`config.mk`:
```
export PLATFORM = sky130hd
export DESIGN_NAME = gbwf_cell
export DESIGN_NICKNAME = d
export VERILOG_FILES = /design/src/gaussian_blur_window_filter_core_macros.svh /design/src/gbwf_pkg.sv /design/src/gbwf_cell.sv
export SDC_FILE = /design/constraint.sdc
export NUM_CORES = 2
export LEC_CHECK = 0
export BUFFER_PORTS_ARGS = -buffer_cell sky130_fd_sc_hd__buf_4
export CAP_MARGIN = 10
export CORE_MARGIN = 2
export CORE_UTILIZATION = 40
export CTS_CLUSTER_DIAMETER = 150
export CTS_CLUSTER_SIZE = 40
export DETAILED_ROUTE_END_ITERATION = 16
export HOLD_SLACK_MARGIN = 0.03
export RECOVER_POWER = 50
export SYNTH_ARGS = -nofsm -noshare
export SYNTH_HDL_FRONTEND = slang
export SYNTH_SLANG_ARGS = --single-unit
```
`constraint.sdc`:
```
create_clock -name clk -period 7.3 [get_ports clk]
set_input_delay 0.73 -clock clk [delete_from_list [all_inputs] [get_ports clk]]
set_output_delay 0.73 -clock clk [all_outputs]
set_load 0.01 [all_outputs]
```
`src/gaussian_blur_window_filter_core_macros.svh`:
```
// Assertion macros for the Gaussian window filter core.
// Used by the top level only; compiles to nothing under SYNTHESIS.
`ifndef GAUSSIAN_BLUR_WINDOW_FILTER_CORE_MACROS_SVH
`define GAUSSIAN_BLUR_WINDOW_FILTER_CORE_MACROS_SVH
`ifndef SYNTHESIS
// Same-cycle implication checked at every rising clock edge outside reset.
`define GBWF_ASSERT_IMP(lbl, clk, rst_n, ante, cons, msg) \
    lbl: assert property (@(posedge clk) disable iff (!rst_n) (ante) |-> (cons)) \
        else $error(msg);
// Next-cycle implication checked at every rising clock edge outside reset.
`define GBWF_ASSERT_NXT(lbl, clk, rst_n, ante, cons, msg) \
    lbl: assert property (@(posedge clk) disable iff (!rst_n) (ante) |=> (cons)) \
        else $error(msg);
`else
`define GBWF_ASSERT_IMP(lbl, clk, rst_n, ante, cons, msg)
`define GBWF_ASSERT_NXT(lbl, clk, rst_n, ante, cons, msg)
`endif
`endif

```
`src/gbwf_pkg.sv`:
```
// Package of the Gaussian window filter: sizes, register codes, payload types
// and the weight lookup. Depends on nothing.
`timescale 1ns / 1ps

package gbwf_pkg;

    localparam int MAX_WIDTH  = 1024;
    localparam int MAX_RADIUS = 2;
    localparam int MAX_HEIGHT = 4096;

    localparam int WIN       = 2 * MAX_RADIUS + 1;
    localparam int LINES     = 2 * MAX_RADIUS;
    localparam int COL_W     = $clog2(MAX_WIDTH);
    localparam int ROW_W     = $clog2(MAX_HEIGHT);
    localparam int SLOT_W    = $clog2(LINES);
    localparam int WIN_IDX_W = $clog2(WIN);

    localparam int WIDTH_W    = 11;
    localparam int RAD_W      = 2;
    localparam int WGT_W      = 16;
    localparam int CHAN_W     = 8;
    localparam int NCHAN      = 3;
    localparam int FRAC_W     = 16;
    localparam int CFG_IDX_W  = 3;
    localparam int CFG_DATA_W = 16;

    localparam int PROD_W = WGT_W + CHAN_W;
    localparam int CSUM_W = PROD_W + $clog2(WIN);
    localparam int TSUM_W = CSUM_W + $clog2(WIN);

    typedef enum logic [CFG_IDX_W-1:0] {
        REG_IMAGE_WIDTH     = 3'd0,
        REG_KERNEL_RADIUS   = 3'd1,
        REG_WEIGHT_CENTER   = 3'd2,
        REG_WEIGHT_EDGE_ONE = 3'd3,
        REG_WEIGHT_DIAG_ONE = 3'd4,
        REG_WEIGHT_EDGE_TWO = 3'd5,
        REG_WEIGHT_KNIGHT   = 3'd6,
        REG_WEIGHT_DIAG_TWO = 3'd7
    } cfg_reg_t;

    localparam logic [WIDTH_W-1:0] RST_IMAGE_WIDTH     = 11'd640;
    localparam logic [RAD_W-1:0]   RST_KERNEL_RADIUS   = 2'd1;
    localparam logic [WGT_W-1:0]   RST_WEIGHT_CENTER   = 16'd13380;
    localparam logic [WGT_W-1:0]   RST_WEIGHT_EDGE_ONE = 16'd8116;
    localparam logic [WGT_W-1:0]   RST_WEIGHT_DIAG_ONE = 16'd4922;
    localparam logic [WGT_W-1:0]   RST_WEIGHT_EDGE_TWO = 16'd0;
    localparam logic [WGT_W-1:0]   RST_WEIGHT_KNIGHT   = 16'd0;
    localparam logic [WGT_W-1:0]   RST_WEIGHT_DIAG_TWO = 16'd0;

    // Blue sits in the low byte.
    typedef struct packed {
        logic [CHAN_W-1:0] r;
        logic [CHAN_W-1:0] g;
        logic [CHAN_W-1:0] b;
    } pixel_t;

    typedef struct packed {
        logic [ROW_W-1:0] row;
        logic [COL_W-1:0] col;
    } pos_t;

    typedef struct packed {
        pixel_t pix;
        pos_t   pos;
    } res_t;

    typedef struct packed {
        logic [WGT_W-1:0] center;
        logic [WGT_W-1:0] edge_one;
        logic [WGT_W-1:0] diag_one;
        logic [WGT_W-1:0] edge_two;
        logic [WGT_W-1:0] knight;
        logic [WGT_W-1:0] diag_two;
    } weights_t;

    typedef struct packed {
        logic adv;
        logic shift;
    } cell_ctrl_t;

    typedef pixel_t [WIN-1:0]               win_col_t;
    typedef pixel_t [LINES-1:0]             line_rd_t;
    typedef logic [WIN-1:0][WGT_W-1:0]      wgt_col_t;
    typedef logic [NCHAN-1:0][CSUM_W-1:0]   csum_t;

    // Weight of window position (row, col) for the given radius. Positions
    // outside the active kernel get zero.
    function automatic logic [WGT_W-1:0] weight_at(
        input logic [WIN_IDX_W-1:0] row,
        input logic [WIN_IDX_W-1:0] col,
        input logic [RAD_W-1:0]     rad,
        input weights_t             w
    );
        logic [WIN_IDX_W-1:0] ctr;
        logic [WIN_IDX_W-1:0] di;
        logic [WIN_IDX_W-1:0] dj;
        logic [WIN_IDX_W-1:0] dmin;
        logic [WIN_IDX_W-1:0] dmax;
        logic [WGT_W-1:0]     res;
        ctr  = WIN_IDX_W'(WIN - 1) - WIN_IDX_W'(rad);
        di   = (row > ctr) ? row - ctr : ctr - row;
        dj   = (col > ctr) ? col - ctr : ctr - col;
        dmin = (di <= dj) ? di : dj;
        dmax = (di <= dj) ? dj : di;
        if (dmax > WIN_IDX_W'(rad)) begin
            res = '0;
        end else if (dmax == WIN_IDX_W'(0)) begin
            res = w.center;
        end else if (dmax == WIN_IDX_W'(1)) begin
            res = (dmin == WIN_IDX_W'(0)) ? w.edge_one : w.diag_one;
        end else if (dmin == WIN_IDX_W'(0)) begin
            res = w.edge_two;
        end else if (dmin == WIN_IDX_W'(1)) begin
            res = w.knight;
        end else begin
            res = w.diag_two;
        end
        return res;
    endfunction

endpackage

```
`src/gbwf_cell.sv`:
```
// One window column cell of the Gaussian window filter: holds a column of
// pixels, passes it on, and forms the weighted column sum. Uses gbwf_pkg.
`timescale 1ns / 1ps

module gbwf_cell
    import gbwf_pkg::*;
(
    input  logic       clk,
    input  cell_ctrl_t ctrl,
    input  win_col_t   col_in,
    input  wgt_col_t   wgt,
    output win_col_t   col_out,
    output csum_t      csum
);

    win_col_t                               col_reg;
    logic [NCHAN-1:0][WIN-1:0][PROD_W-1:0]  prod_reg;
    logic [NCHAN-1:0][WIN-1:0][PROD_W-1:0]  prod_next;
    csum_t                                  csum_reg;
    csum_t                                  csum_next;

    always_ff @(posedge clk)
    begin
        if (ctrl.shift)
        begin
            col_reg <= col_in;
        end
    end

    always_comb
    begin
        for (int ch = 0; ch < NCHAN; ch++)
        begin
            for (int k = 0; k < WIN; k++)
            begin
                prod_next[ch][k] = PROD_W'(wgt[k]) * PROD_W'(col_reg[k][CHAN_W*ch +: CHAN_W]);
            end
        end
    end

    always_comb
    begin
        for (int ch = 0; ch < NCHAN; ch++)
        begin
            csum_next[ch] = '0;
            for (int k = 0; k < WIN; k++)
            begin
                csum_next[ch] = csum_next[ch] + CSUM_W'(prod_reg[ch][k]);
            end
        end
    end

    always_ff @(posedge clk)
    begin
        if (ctrl.adv)
        begin
            prod_reg <= prod_next;
            csum_reg <= csum_next;
        end
    end

    assign col_out = col_reg;
    assign csum    = csum_reg;

endmodule

```
Yosys cells after proc, flatten, opt, wreduce, memory -nomap -nowiden
Index checks and enable logic that the tools add are counted.

Bits in registers: 561. Output and inout bits: 201. Logic and storage cells: 60. Bits of input ports: 203.

Multipliers: 15. Add/sub/neg operators: 12.

Operators by type and width (count): $mul A16 B8 Y24 (15); $add A26 B24 Y27 (3); $add A27 B24 Y27 (3); $add A25 B24 Y26 (3); $add A24 B24 Y25 (3).

Longest topological paths before layout
Word-level depth: 4. Mapped depth: 21. Depth with buffers taken out: 19.

Worst setup path after synthesis
No wires, ideal clock.

Kind: input -> register. Start point: in wgt[52] in the netlist's numbering. End point: reg prod_reg[95] in the netlist's numbering, data pin. Slack: 1.847 ns. Library setup time: 0.190 ns. Data arrival time: 5.262 ns. Cell stages on the path: 19. Required time: 7.110 ns. Cells stage by stage: clkbuf_1 > nand2_1 > fa_1 > fa_1 > inv_1 > fa_1 > inv_1 > fa_1 > inv_1 > ha_1 > or3_4 > or2_4 > o221ai_2 > a21oi_2 > o41ai_2 > o211ai_2 > o41ai_4 > mux2i_1 > a2111oi_2.

RTL lines: from (decl) (line gbwf_cell.sv:11) `input wgt_col_t wgt,`; to (signal assigned) (line gbwf_cell.sv:57) `prod_reg <= prod_next;`; to (decl) (line gbwf_cell.sv:17) `logic [NCHAN-1:0][WIN-1:0][PROD_W-1:0] prod_reg;`.

Final worst setup path
Start point: in ctrl[1] in the netlist's numbering. End point: reg prod_reg[258] in the netlist's numbering (enable).

RTL lines: from (decl) (line gbwf_cell.sv:9) `input cell_ctrl_t ctrl,`.

No word-level cell between the ends.

==> run summary <==
Crit end category: register
Sink Count: 561
End point of the critical path: prod_reg[258]
Die area: 0.219 mm²
Max-capacitance violation count: 5
Final setup skew: 0.0495 ns
Slew margin rel.: -230%
R2r endpoint: prod_reg[95]
ANT nets after route: 0
Synth area leader: fa_1
Core area: 0.214 mm²
Detailed Place HPWL: 196000 µm
Pin count of the biggest net entering global routing: 177
H-tree depth: 1
Mapped Nets: 11.0k
Synth top area share: 34.3%
# nets final: 11.1k
Mapped cell area: 0.0860 mm²
Vias/cell: 5.16
Met2 wire length: 116000 µm
Initial Util: 40.1%
Fmax achieved: 0.160 GHz
Cell Rows: 170
Reg2reg start: col_out[74]
Drt drc: 0
Leading post-synthesis cells by cell area: fa_1, edfxtp_1, and2_1
Crit path depth: 2
CP Class: input port to register
Leading cell type in the layout, fill and taps excluded: inv_1
Ports: 404
Drt wl/cell: 21.1 µm
Number of global-route vias before repair: 62.6k
Cells after Synth: 8551
Arr. time, crit path: 6.56 ns
EDFF count, synth: 561
Critical path launch point: ctrl[1]
Via count: 59.7k
Final worst-path cycle share: 85.8%
Highest Signal Layer: met5
Buffers & Inverters on Critical Path: 2
Worst-path clk slew: 0.14 ns
Ys async rst share: 0%
CP Launch Type: input port
R2R Setup Slk: 1.38 ns
Clk_lat worst skew: 0.75 ns
Fin crit period: 6.26 ns
1st-pass router iterations: 8
CTS root buffer: clkbuf_16
Avg Cell Area, Syn: 10.1 µm²
Final Hold Vio Count: 0
Gpl congestion: 0.897
RSZ-0062 raised after global routing: false
IO Port Bufs: 403
Synth warn: 0
Yosys cell types: 82
Total wire length: 244000 µm
TritonCTS clock tree: yes
Grt total ovfl: 0
Crit-path max FO: 142
Post-CTS Setup Repair Bufs: 0
Reg2Reg Depth: 18
Routed met3 length: 13700 µm
Hold Path Class: input port to register
Worst hold start: col_in[42]
Initial antenna violation count: 28
CTS Buf Count: 29
Initial DRC count: 4146
Worst slew pin tran: 4.94 ns
Register area share after synthesis: 19.6%
#FFs+latches synth: 561
Final setup fails: 0
First-pass GRT wire length: 376000 µm
Synth-to-Final Area Change: 7.89%
Resized cells post-CTS: 0
Delay-heaviest family, CP: buffers and inverters
Cell Chain, Critical Path: clkbuf_1 -> clkbuf_4
Setup TNS: 0 ns
Post-CTS Hold Fix Bufs: 0
Met1 WL: 107000 µm
Share of post-route cells with drive strength above 1: 5.64%
CTS max path bufs: 3
Ys flop type: edfxtp_1
Max reg flops: 360
Crit path required time: 7.60 ns
Crit-path max cell delay: 3.29 ns
Failing checks: capacitance limit, slew limit
CP max-delay cell: clkbuf_1
Slew Viols, Final: 341
Commonest cells after routing, fill and taps aside: inv_1, and2_1, fa_1, ha_1, edfxtp_1
Status: finished, violations left
Die Height: 468 µm
Die W: 468 µm
GRT Total Usage: 22.6%
[cell type report]
cell class              instances  area, µm²
flip-flops and latches        561      16800
inverters                    1760       6610
clock buffers                  29        726
fillers                     20400     121000
repair buffers                415       3090
multi-input cells            5936      61400
well taps                    2838       3550
diodes                          7       17.5
clock inverters                20        503
[metal layers]
layer,track usage [%],vias to the layer above
met3,2.49,253
li1,-,26700
met5,0,-
met2,37.3,1585
met1,31.6,31100
met4,5.93,16
[cells by family after synthesis]
group | count (synthesis) | synth area share, %
fa+ha+maj | 2214 | 45.1
mux | 6 | 0.0699
buf+inv | 2054 | 8.97
compound gates | 793 | 6.03
xor+xnor | 323 | 3.29
flops | 561 | 19.6
simple gates | 2600 | 17.0
[worst min path at each step]
stage	endpoint	slack, ns	depth (start not counted)
global route	col_out[112]	0.13	1
finish	col_out[42]	0.17	1
detailed placement	csum[54]	0.56	1
global placement	csum[54]	0.56	1
floorplan	csum[0]	0.53	1
CTS	col_out[112]	0.09	1
[through the flow]
stage / hold WS, ns / instance area (µm²) / utilization [%] / worst slack, ns / std cells
after floorplan: 0.526 / 86000 / - / 1.85 / 8551
after global placement: 0.558 / 91600 / 42.7 / 1.32 / 11500
after detailed placement: 0.563 / 91600 / 42.7 / 1.26 / 11500
after CTS: 0.0853 / 92800 / 43.3 / 1.33 / 11600
after global routing: 0.133 / 92700 / 43.3 / 0.588 / 11600
final: 0.170 / 92700 / 43.3 / 1.04 / 11600
[synth_stat cells (11+ instances only)]
cell type	number
nand4_1	16
edfxtp_1	561
nor2_1	173
or3_1	22
nand3_1	58
o21ai_1	11
o21a_1	56
o211ai_1	18
xnor2_1	238
xor2_1	85
nand2b_1	30
nand2_1	473
and3_1	32
a21boi_0	12
nor2b_1	49
clkbuf_1	293
o21ai_0	115
o31ai_1	13
a31oi_1	31
o21bai_1	27
or2_2	15
a211oi_1	30
ha_1	741
inv_1	1760
nor3_1	70
fa_1	1473
a21oi_1	253
a21o_1	109
and2_1	1609
nor4_1	14
Power is not shown: default switching activity piles up to over one toggle a cycle in this logic, so the estimate is an artifact.
